$ cat src/rtl/fcrb_pkg.sv
// shared types and codes for the frame commit receive ring buffer
// no dependencies
`timescale 1ns / 1ps

package fcrb_pkg;

	localparam logic [2:0] REQ_BYTE  = 3'd0;
	localparam logic [2:0] REQ_IDLE  = 3'd1;
	localparam logic [2:0] REQ_READ  = 3'd2;
	localparam logic [2:0] REQ_FLUSH = 3'd3;
	localparam logic [2:0] REQ_ERROR = 3'd4;

	localparam int CNT_TOP = 16'hFFFF;

	typedef struct packed {
		logic clr_en;
		logic take;
		logic start_read;
		logic emit_rd;
		logic issue_next;
	} fcrb_cmd_t;

	typedef struct packed {
		logic clr_last;
		logic out_free;
		logic is_read;
		logic rd_empty;
		logic rd_more;
	} fcrb_stat_t;

endpackage

$ cat src/rtl/frame_commit_rx_ring_buffer.sv
// top level of the frame commit receive ring buffer
// depends on fcrb_pkg, fcrb_ctrl and fcrb_datapath
`timescale 1ns / 1ps

// Request channel (req_valid/req_ready) carries one request per transfer:
// a received byte, an idle-line commit, a read, a flush or a line error.
// Result channel (res_valid/res_ready) returns one transfer per non-read
// request, and one transfer per byte for a read, the final one with last set.
// A read that has nothing to return gives a single status transfer.
// Non-read requests: the result is registered at the request transfer and
// shows in the next cycle; with the receiver ready, one request per cycle.
// Reads: the first byte passes the single registered read port of the byte
// store and then the result register, then one byte per cycle while the receiver is ready.
// The next request is taken in the cycle the last byte of a read leaves.
// available_count and the error totals follow the state after the request.
// After reset the store is cleared one entry per cycle, all BUF_DEPTH entries,
// with req_ready low. A stalled receiver holds the result register and
// stops the read burst; no request is taken until the result is taken.

module frame_commit_rx_ring_buffer #(
	parameter int BUF_DEPTH = 256,
	parameter int MAX_READ  = 64
) (
	input  logic        clk,
	input  logic        arst_n,
	input  logic        req_valid,
	output logic        req_ready,
	input  logic [2:0]  req_type,
	input  logic [7:0]  rx_byte,
	input  logic [6:0]  max_len,
	input  logic        overrun_err,
	input  logic        framing_err,
	input  logic        noise_err,
	output logic        res_valid,
	input  logic        res_ready,
	output logic [7:0]  data_byte,
	output logic        data_valid,
	output logic        last,
	output logic [7:0]  available_count,
	output logic [7:0]  frame_length,
	output logic        overflow_dropped,
	output logic [15:0] overrun_total,
	output logic [15:0] framing_total,
	output logic [15:0] noise_total
);
	import fcrb_pkg::*;

	fcrb_cmd_t  cmd;
	fcrb_stat_t stat;

	fcrb_ctrl u_ctrl (
		.clk       (clk),
		.arst_n    (arst_n),
		.req_valid (req_valid),
		.req_ready (req_ready),
		.stat      (stat),
		.cmd       (cmd)
	);

	fcrb_datapath #(
		.BUF_DEPTH (BUF_DEPTH),
		.MAX_READ  (MAX_READ)
	) u_dp (
		.clk              (clk),
		.arst_n           (arst_n),
		.req_type         (req_type),
		.rx_byte          (rx_byte),
		.max_len          (max_len),
		.overrun_err      (overrun_err),
		.framing_err      (framing_err),
		.noise_err        (noise_err),
		.cmd              (cmd),
		.stat             (stat),
		.res_valid        (res_valid),
		.res_ready        (res_ready),
		.data_byte        (data_byte),
		.data_valid       (data_valid),
		.last             (last),
		.available_count  (available_count),
		.frame_length     (frame_length),
		.overflow_dropped (overflow_dropped),
		.overrun_total    (overrun_total),
		.framing_total    (framing_total),
		.noise_total      (noise_total)
	);

endmodule

$ cat src/rtl/fcrb_ctrl.sv
// controller state machine: clearing pass, request intake, read burst
// depends on fcrb_pkg
`timescale 1ns / 1ps

module fcrb_ctrl (
	input  logic               clk,
	input  logic               arst_n,
	input  logic               req_valid,
	output logic               req_ready,
	input  fcrb_pkg::fcrb_stat_t stat,
	output fcrb_pkg::fcrb_cmd_t  cmd
);
	import fcrb_pkg::*;

	localparam logic [1:0] ST_CLEAR = 2'd0;
	localparam logic [1:0] ST_IDLE  = 2'd1;
	localparam logic [1:0] ST_READ  = 2'd2;

	logic [1:0] state_q;
	logic [1:0] state_d;

	always_comb begin
		state_d        = state_q;
		req_ready      = 1'b0;
		cmd            = '0;
		case (state_q)
			ST_CLEAR: begin
				cmd.clr_en = 1'b1;
				if (stat.clr_last) begin
					state_d = ST_IDLE;
				end
			end
			ST_IDLE: begin
				req_ready = stat.out_free;
				if (req_valid && stat.out_free) begin
					cmd.take = 1'b1;
					if (stat.is_read && !stat.rd_empty) begin
						cmd.start_read = 1'b1;
						state_d        = ST_READ;
					end
				end
			end
			ST_READ: begin
				if (stat.out_free) begin
					cmd.emit_rd = 1'b1;
					if (stat.rd_more) begin
						cmd.issue_next = 1'b1;
					end else begin
						state_d = ST_IDLE;
					end
				end
			end
			default: begin
				state_d = ST_IDLE;
			end
		endcase
	end

	always_ff @(posedge clk or negedge arst_n) begin
		if (!arst_n) begin
			state_q <= ST_CLEAR;
		end else begin
			state_q <= state_d;
		end
	end

endmodule

$ cat src/rtl/fcrb_datapath.sv
// datapath: byte store, ring pointers, error counters and result register
// depends on fcrb_pkg
`timescale 1ns / 1ps

module fcrb_datapath #(
	parameter int BUF_DEPTH = 256,
	parameter int MAX_READ  = 64
) (
	input  logic                 clk,
	input  logic                 arst_n,
	input  logic [2:0]           req_type,
	input  logic [7:0]           rx_byte,
	input  logic [6:0]           max_len,
	input  logic                 overrun_err,
	input  logic                 framing_err,
	input  logic                 noise_err,
	input  fcrb_pkg::fcrb_cmd_t  cmd,
	output fcrb_pkg::fcrb_stat_t stat,
	output logic                 res_valid,
	input  logic                 res_ready,
	output logic [7:0]           data_byte,
	output logic                 data_valid,
	output logic                 last,
	output logic [7:0]           available_count,
	output logic [7:0]           frame_length,
	output logic                 overflow_dropped,
	output logic [15:0]          overrun_total,
	output logic [15:0]          framing_total,
	output logic [15:0]          noise_total
);
	import fcrb_pkg::*;

	localparam int PTR_W = $clog2(BUF_DEPTH);
	localparam int CNT_W = $clog2(MAX_READ + 1);
	localparam int CW    = (PTR_W > 7) ? PTR_W : 7;
	localparam logic [PTR_W:0]   DEPTH_W = (PTR_W + 1)'(BUF_DEPTH);
	localparam logic [PTR_W-1:0] LAST_P  = PTR_W'(BUF_DEPTH - 1);
	localparam logic [6:0]       MAX_W   = 7'(MAX_READ);

	function automatic logic [PTR_W-1:0] ring_dist(input logic [PTR_W-1:0] to,
	                                               input logic [PTR_W-1:0] from);
		logic [PTR_W:0] t;
		t = {1'b0, to} - {1'b0, from};
		if (to < from) begin
			t = t + DEPTH_W;
		end
		return t[PTR_W-1:0];
	endfunction

	function automatic logic [PTR_W-1:0] inc(input logic [PTR_W-1:0] p);
		return (p == LAST_P) ? '0 : p + 1'b1;
	endfunction

	function automatic logic [15:0] sat_inc(input logic [15:0] c);
		return (c == 16'(CNT_TOP)) ? c : c + 16'd1;
	endfunction

	logic [7:0]       mem [BUF_DEPTH];
	logic [7:0]       rd_data_q;
	logic [PTR_W-1:0] wr_q, head_q, tail_q, cur_q, clr_idx_q;
	logic [CNT_W-1:0] rem_q;
	logic [15:0]      ovr_q, frm_q, nse_q;
	logic             out_valid_q;
	logic [7:0]       data_q, frame_q;
	logic             dvalid_q, last_q, dropped_q;

	logic [PTR_W-1:0] avail, frame, free_sp, tail_rd;
	logic [PTR_W:0]   tail_sum;
	logic [6:0]       want;
	logic [CW-1:0]    n_x;
	logic [CNT_W-1:0] n;
	logic             dropped;
	logic             we, re;
	logic [PTR_W-1:0] waddr, raddr;
	logic [7:0]       wdata;
	logic             load_st;

	assign avail   = ring_dist(head_q, tail_q);
	assign want    = (max_len > MAX_W) ? MAX_W : max_len;
	assign n_x     = (CW'(avail) < CW'(want)) ? CW'(avail) : CW'(want);
	assign n       = n_x[CNT_W-1:0];
	assign tail_sum = {1'b0, tail_q} + (PTR_W + 1)'(n);
	assign tail_rd = (tail_sum >= DEPTH_W) ? PTR_W'(tail_sum - DEPTH_W) : tail_sum[PTR_W-1:0];
	assign frame   = ring_dist(wr_q, head_q);
	assign free_sp = (tail_q == head_q) ? LAST_P : ring_dist(tail_q, head_q) - 1'b1;
	assign dropped = frame > free_sp;

	assign stat.clr_last = (clr_idx_q == LAST_P);
	assign stat.out_free = !out_valid_q || res_ready;
	assign stat.is_read  = (req_type == REQ_READ);
	assign stat.rd_empty = (n_x == '0);
	assign stat.rd_more  = (rem_q > CNT_W'(1));

	// store ports
	assign we    = cmd.clr_en || (cmd.take && req_type == REQ_BYTE);
	assign waddr = cmd.clr_en ? clr_idx_q : wr_q;
	assign wdata = cmd.clr_en ? 8'd0 : rx_byte;
	assign re    = cmd.start_read || cmd.issue_next;
	assign raddr = cmd.start_read ? tail_q : cur_q;

	always_ff @(posedge clk) begin
		if (we) begin
			mem[waddr] <= wdata;
		end
		if (re) begin
			rd_data_q <= mem[raddr];
		end
	end

	always_ff @(posedge clk or negedge arst_n) begin
		if (!arst_n) begin
			clr_idx_q <= '0;
			wr_q      <= '0;
			head_q    <= '0;
			tail_q    <= '0;
			cur_q     <= '0;
			rem_q     <= '0;
			ovr_q     <= '0;
			frm_q     <= '0;
			nse_q     <= '0;
		end else begin
			if (cmd.clr_en) begin
				clr_idx_q <= inc(clr_idx_q);
			end
			if (cmd.take) begin
				case (req_type)
					REQ_BYTE: begin
						wr_q <= inc(wr_q);
					end
					REQ_IDLE: begin
						head_q <= wr_q;
						if (dropped) begin
							tail_q <= wr_q;
						end
					end
					REQ_READ: begin
						if (cmd.start_read) begin
							tail_q <= tail_rd;
							rem_q  <= n;
							cur_q  <= inc(tail_q);
						end
					end
					REQ_FLUSH: begin
						tail_q <= head_q;
					end
					REQ_ERROR: begin
						if (overrun_err) ovr_q <= sat_inc(ovr_q);
						if (framing_err) frm_q <= sat_inc(frm_q);
						if (noise_err)   nse_q <= sat_inc(nse_q);
						wr_q <= '0;
					end
					default: begin
					end
				endcase
			end
			if (cmd.emit_rd) begin
				rem_q <= rem_q - 1'b1;
			end
			if (cmd.issue_next) begin
				cur_q <= inc(cur_q);
			end
		end
	end

	// result register
	assign load_st = cmd.take && !cmd.start_read;

	always_ff @(posedge clk or negedge arst_n) begin
		if (!arst_n) begin
			out_valid_q <= 1'b0;
		end else if (load_st || cmd.emit_rd) begin
			out_valid_q <= 1'b1;
		end else if (res_ready) begin
			out_valid_q <= 1'b0;
		end
	end

	always_ff @(posedge clk) begin
		if (cmd.emit_rd) begin
			data_q    <= rd_data_q;
			dvalid_q  <= 1'b1;
			last_q    <= !stat.rd_more;
			frame_q   <= 8'd0;
			dropped_q <= 1'b0;
		end else if (load_st) begin
			data_q    <= 8'd0;
			dvalid_q  <= 1'b0;
			last_q    <= 1'b1;
			frame_q   <= (req_type == REQ_IDLE) ? 8'(frame) : 8'd0;
			dropped_q <= (req_type == REQ_IDLE) && dropped;
		end
	end

	assign res_valid        = out_valid_q;
	assign data_byte        = data_q;
	assign data_valid       = dvalid_q;
	assign last             = last_q;
	assign frame_length     = frame_q;
	assign overflow_dropped = dropped_q;
	assign available_count  = 8'(avail);
	assign overrun_total    = ovr_q;
	assign framing_total    = frm_q;
	assign noise_total      = nse_q;

endmodule
$ cat config.mk
export PLATFORM = sky130hd
export DESIGN_NAME = frame_commit_rx_ring_buffer
export DESIGN_NICKNAME = d
export VERILOG_FILES = /design/src/rtl/fcrb_pkg.sv /design/src/rtl/frame_commit_rx_ring_buffer.sv /design/src/rtl/fcrb_ctrl.sv /design/src/rtl/fcrb_datapath.sv
export SDC_FILE = /design/constraint.sdc
export NUM_CORES = 2
export LEC_CHECK = 0
export BUFFER_PORTS_ARGS = -buffer_cell sky130_fd_sc_hd__buf_4
export CORE_AREA = 2 2 412 414
export CTS_BUF_LIST = sky130_fd_sc_hd__clkbuf_8 sky130_fd_sc_hd__clkbuf_16
export DETAILED_ROUTE_END_ITERATION = 7
export DIE_AREA = 0 0 414 416
export PLACE_DENSITY = 0.81
export SLEW_MARGIN = 20
export SYNTH_ARGS = -nofsm -noshare
export SYNTH_HDL_FRONTEND = slang
export SYNTH_SLANG_ARGS = --single-unit
$ cat constraint.sdc
create_clock -name clk -period 6.8 [get_ports clk]
set_input_delay 0 -clock clk [delete_from_list [all_inputs] [get_ports clk]]
set_output_delay 0 -clock clk [all_outputs]
set_load 0.01 [all_outputs]
==> out/summary.txt <==
status: finished, violations left
failing checks: design-rule violations
worst hold slack: 92.1 ps
r2r startpoint: u_dp.head_q[0]$_DFFE_PN0P_
dpl cell area: 95,100 um2
fmax: 147 MHz
fraction of layout cells with a size suffix above 1: 15.2%
Vias: 61.0k
Rows: 151
Peak VDD IR: 0.000392 V
met3 Use GR: 10.0%
Worst-Margin Slew: 1350 ps
period utilization: 99.8%
cell area after synthesis: 90,200 um2
worst-skew pair later-pin latency: 860 ps
core area: 168,000 um2
max cap viols: 0
reg2reg path depth: 25
Die H: 416 um
vias in the first global route: 58.4k
hold path startpoint: req_type[2]
die area: 172,000 um2
CP required: 7450 ps
kind of critical path: reg2reg
yosys warns: 0
distinct cell type count after synthesis: 108
Residual DRC: 13
unrepaired setup endpoints after global routing: yes
fin crit period: 6790 ps
syn avg cell area: 14.6 um2
CTS Sinks: 2,173
count of input and output buffers: 101
CTS tree: built
Post-Synthesis Cells: 6,189
max-slew violation count: 0
WL per Instance: 31.3 um
fillcell total: 11.7k
first-pass GRT wire length: 398,000 um
Seq cells post-synth: 2,173
largest cells by area after synthesis: edfxtp_1, mux2i_1, nand2_1, dfrtp_1, mux4_2
syn_nets: 6,269
Initial Util: 53.7%
CTS Buf Count: 201
placed cell count: 8,435
Hold Path Sink: u_dp.wr_q[1]$_DFFE_PN0P_
antenna violations before repair: 12
Ports: 102
final hold viol count: 0
Root Buffer Master: clkbuf_16
Placer Congestion: 0.957
WHS Path Cells: 5
largest net degree at the start of global routing: 205
worst-case clock buffer depth: 3
routing usage on met1: 40.9%
fin area: 103,000 um2
DR vias/cell: 6.86
ANT nets after route: 0
Slew headroom: 10.2%
CTS clk-pin slew, worst paths: 60 ps
Synth area leader: edfxtp_1
met2 usage: 46.4%
H-tree depth: 4
HPWL after DPL: 167,000 um
multi-input logic area: 23,600 um2
CP Max Fanout: 15
ys flop type: edfxtp_1
Worst R2R Setup Slack: 10 ps
total power: 46,900 uW
GRT Max-Usage Layer: met2
leakage dissipation: 0.0351 uW
commonest cells after routing, fill and taps aside: edfxtp_1, nand2_1, buf_4, mux2i_1, nor2_1
post-synth top area share: 68.7%
Critical Path End Type: register
Initial DRT Pass Iterations: 8
fin util: 61.0%
most common cell after layout, fill and taps aside: edfxtp_1
Synth async-reset ratio: 4.51%
Max Clock Skew: 45.5 ps
worst flop-to-flop path endpoint: u_dp.rd_data_q[1]$_DFFE_PP_
Remaining Overflow, GRT: 0
Worst setup SP type: register
Critical Path AT: 7440 ps
Worst Hold Class: in2reg
register area: 64,700 um2
Area Overhead vs Synth: 13.7%
Layout Nets: 6,571
Die Span X: 414 um
gr usage total: 31.4%
# setup viols final: 0
Post-synth EDFFs: 2,065
Seq/Total Area, Yosys: 71.6%
post-layout instance count excluding filler cells: 8,882
1st-iter DRT viols: 11.8k
Routed Wire Length: 278,000 um
PD cells: 457 nW/um2
==> stage by stage <==
step	setup TNS, ps	setup slack [ps]
floorplan	0	1220
global placement	-1040	-485
detailed placement	-1230	-540
CTS	-58.1	-58.1
global route	-130	-88.7
finish	0	14.5
==> critical path: stages (launching register included) <==
cell      delay (ps)
dfrtp_1          420
inv_1             90
ha_1             170
inv_1             60
fa_1             430
a211oi_4         290
nor4b_1          100
nor3_2           260
inv_2             90
ha_2             370
a21oi_1           70
nor2_1           130
o41ai_1          110
maj3_2           370
o2111a_2         320
buf_4            200
o21ai_2          110
buf_4            220
nand4_4          210
buf_12           240
buf_4            240
o22ai_1          350
o22ai_1          280
a32oi_1          250
nand4_1          700
nor4_2           470
==> metal layers <==
layer  wire length [um]  part of all wire [%]
met4              18900                   6.8
met2             123000                    44
met3              44000                    16
met5                119                 0.043
met1              92400                    33
==> timing repair <==
| action | 4_1_cts | 5_1_grt |
|---|---|---|
| hold buffers | 30 | 0 |
| cloned | 1 | 3 |
| resized for setup | 10 | 51 |
| hold endpoints to repair | 640 | 0 |
| setup buffers | 6 | 31 |
| pin swaps | 6 | 21 |
| endpoints found under the setup margin | 7 | 8 |
==> flip-flops by register name, summed over array words and instances (netlist names), 2 cells and up <==
name                cells
u_dp.cur_q              8
u_dp.framing_total     16
u_dp.wr_q               8
u_dp.mem             2048
u_dp.noise_total       16
u_dp.overrun_total     16
u_dp.head_q             8
u_dp.clr_idx_q          8
u_dp.tail_q             8
u_ctrl.state_q          2
u_dp.rem_q              7
u_dp.rd_data_q          8
u_dp.frame_length       8
u_dp.data_byte          8
==> layout make-up <==
cell class,instances,area share [%]
flip-flops and latches,2173,63.0
multi-input cells,3541,23.0
clock buffers,206,5.02
repair buffers,512,4.69
well taps,2218,2.70
clock inverters,163,1.30
inverters,62,0.227
diodes,7,0.0171
==> kinds of logic after synthesis <==
group / after synthesis / synth area share, %
AOI/OAI and AO/OA: 1216 / 9.14
buffers and inverters: 476 / 2.63
DFF: 2173 / 71.6
muxes: 495 / 6.58
adders and majority gates: 56 / 0.807
and+or+nand+nor: 1690 / 8.39
xor gates and xnor gates: 83 / 0.805
==> synthesized netlist by cell type (all sizes together), types with 82 or more instances <==
cell type,number
a211oi,100
a21oi,339
and3,117
buf,201
clkbuf,213
dfrtp,98
edfxtp,2065
mux2i,392
nand2,795
nand3,194
nor2,345
o21ai,214
o22ai,82
==> report_power, final <==
group          switching, uW  leakage, uW  internal [uW]
Combinational          12800       0.0116           6360
Clock                   5000      0.00334           6180
Sequential               292       0.0202          16200
Total                  18100       0.0351          28800
==> how the worst max path moves through the flow <==
stage,cells after the start,to,startpoint,slack [ps]
2_1_floorplan,24,u_dp.rd_data_q[6]$_DFFE_PP_,u_dp.tail_q[1]$_DFFE_PN0P_,1220
3_3_place_gp,27,u_dp.rd_data_q[1]$_DFFE_PP_,u_dp.head_q[0]$_DFFE_PN0P_,-490
3_5_place_dp,27,u_dp.rd_data_q[1]$_DFFE_PP_,u_dp.head_q[0]$_DFFE_PN0P_,-540
4_1_cts,25,u_dp.rd_data_q[1]$_DFFE_PP_,u_dp.head_q[0]$_DFFE_PN0P_,-60
5_1_grt,27,u_dp.rd_data_q[1]$_DFFE_PP_,u_dp.head_q[0]$_DFFE_PN0P_,-90
6_report,25,u_dp.rd_data_q[1]$_DFFE_PP_,u_dp.head_q[0]$_DFFE_PN0P_,10
(Power assumes the default switching activity.)
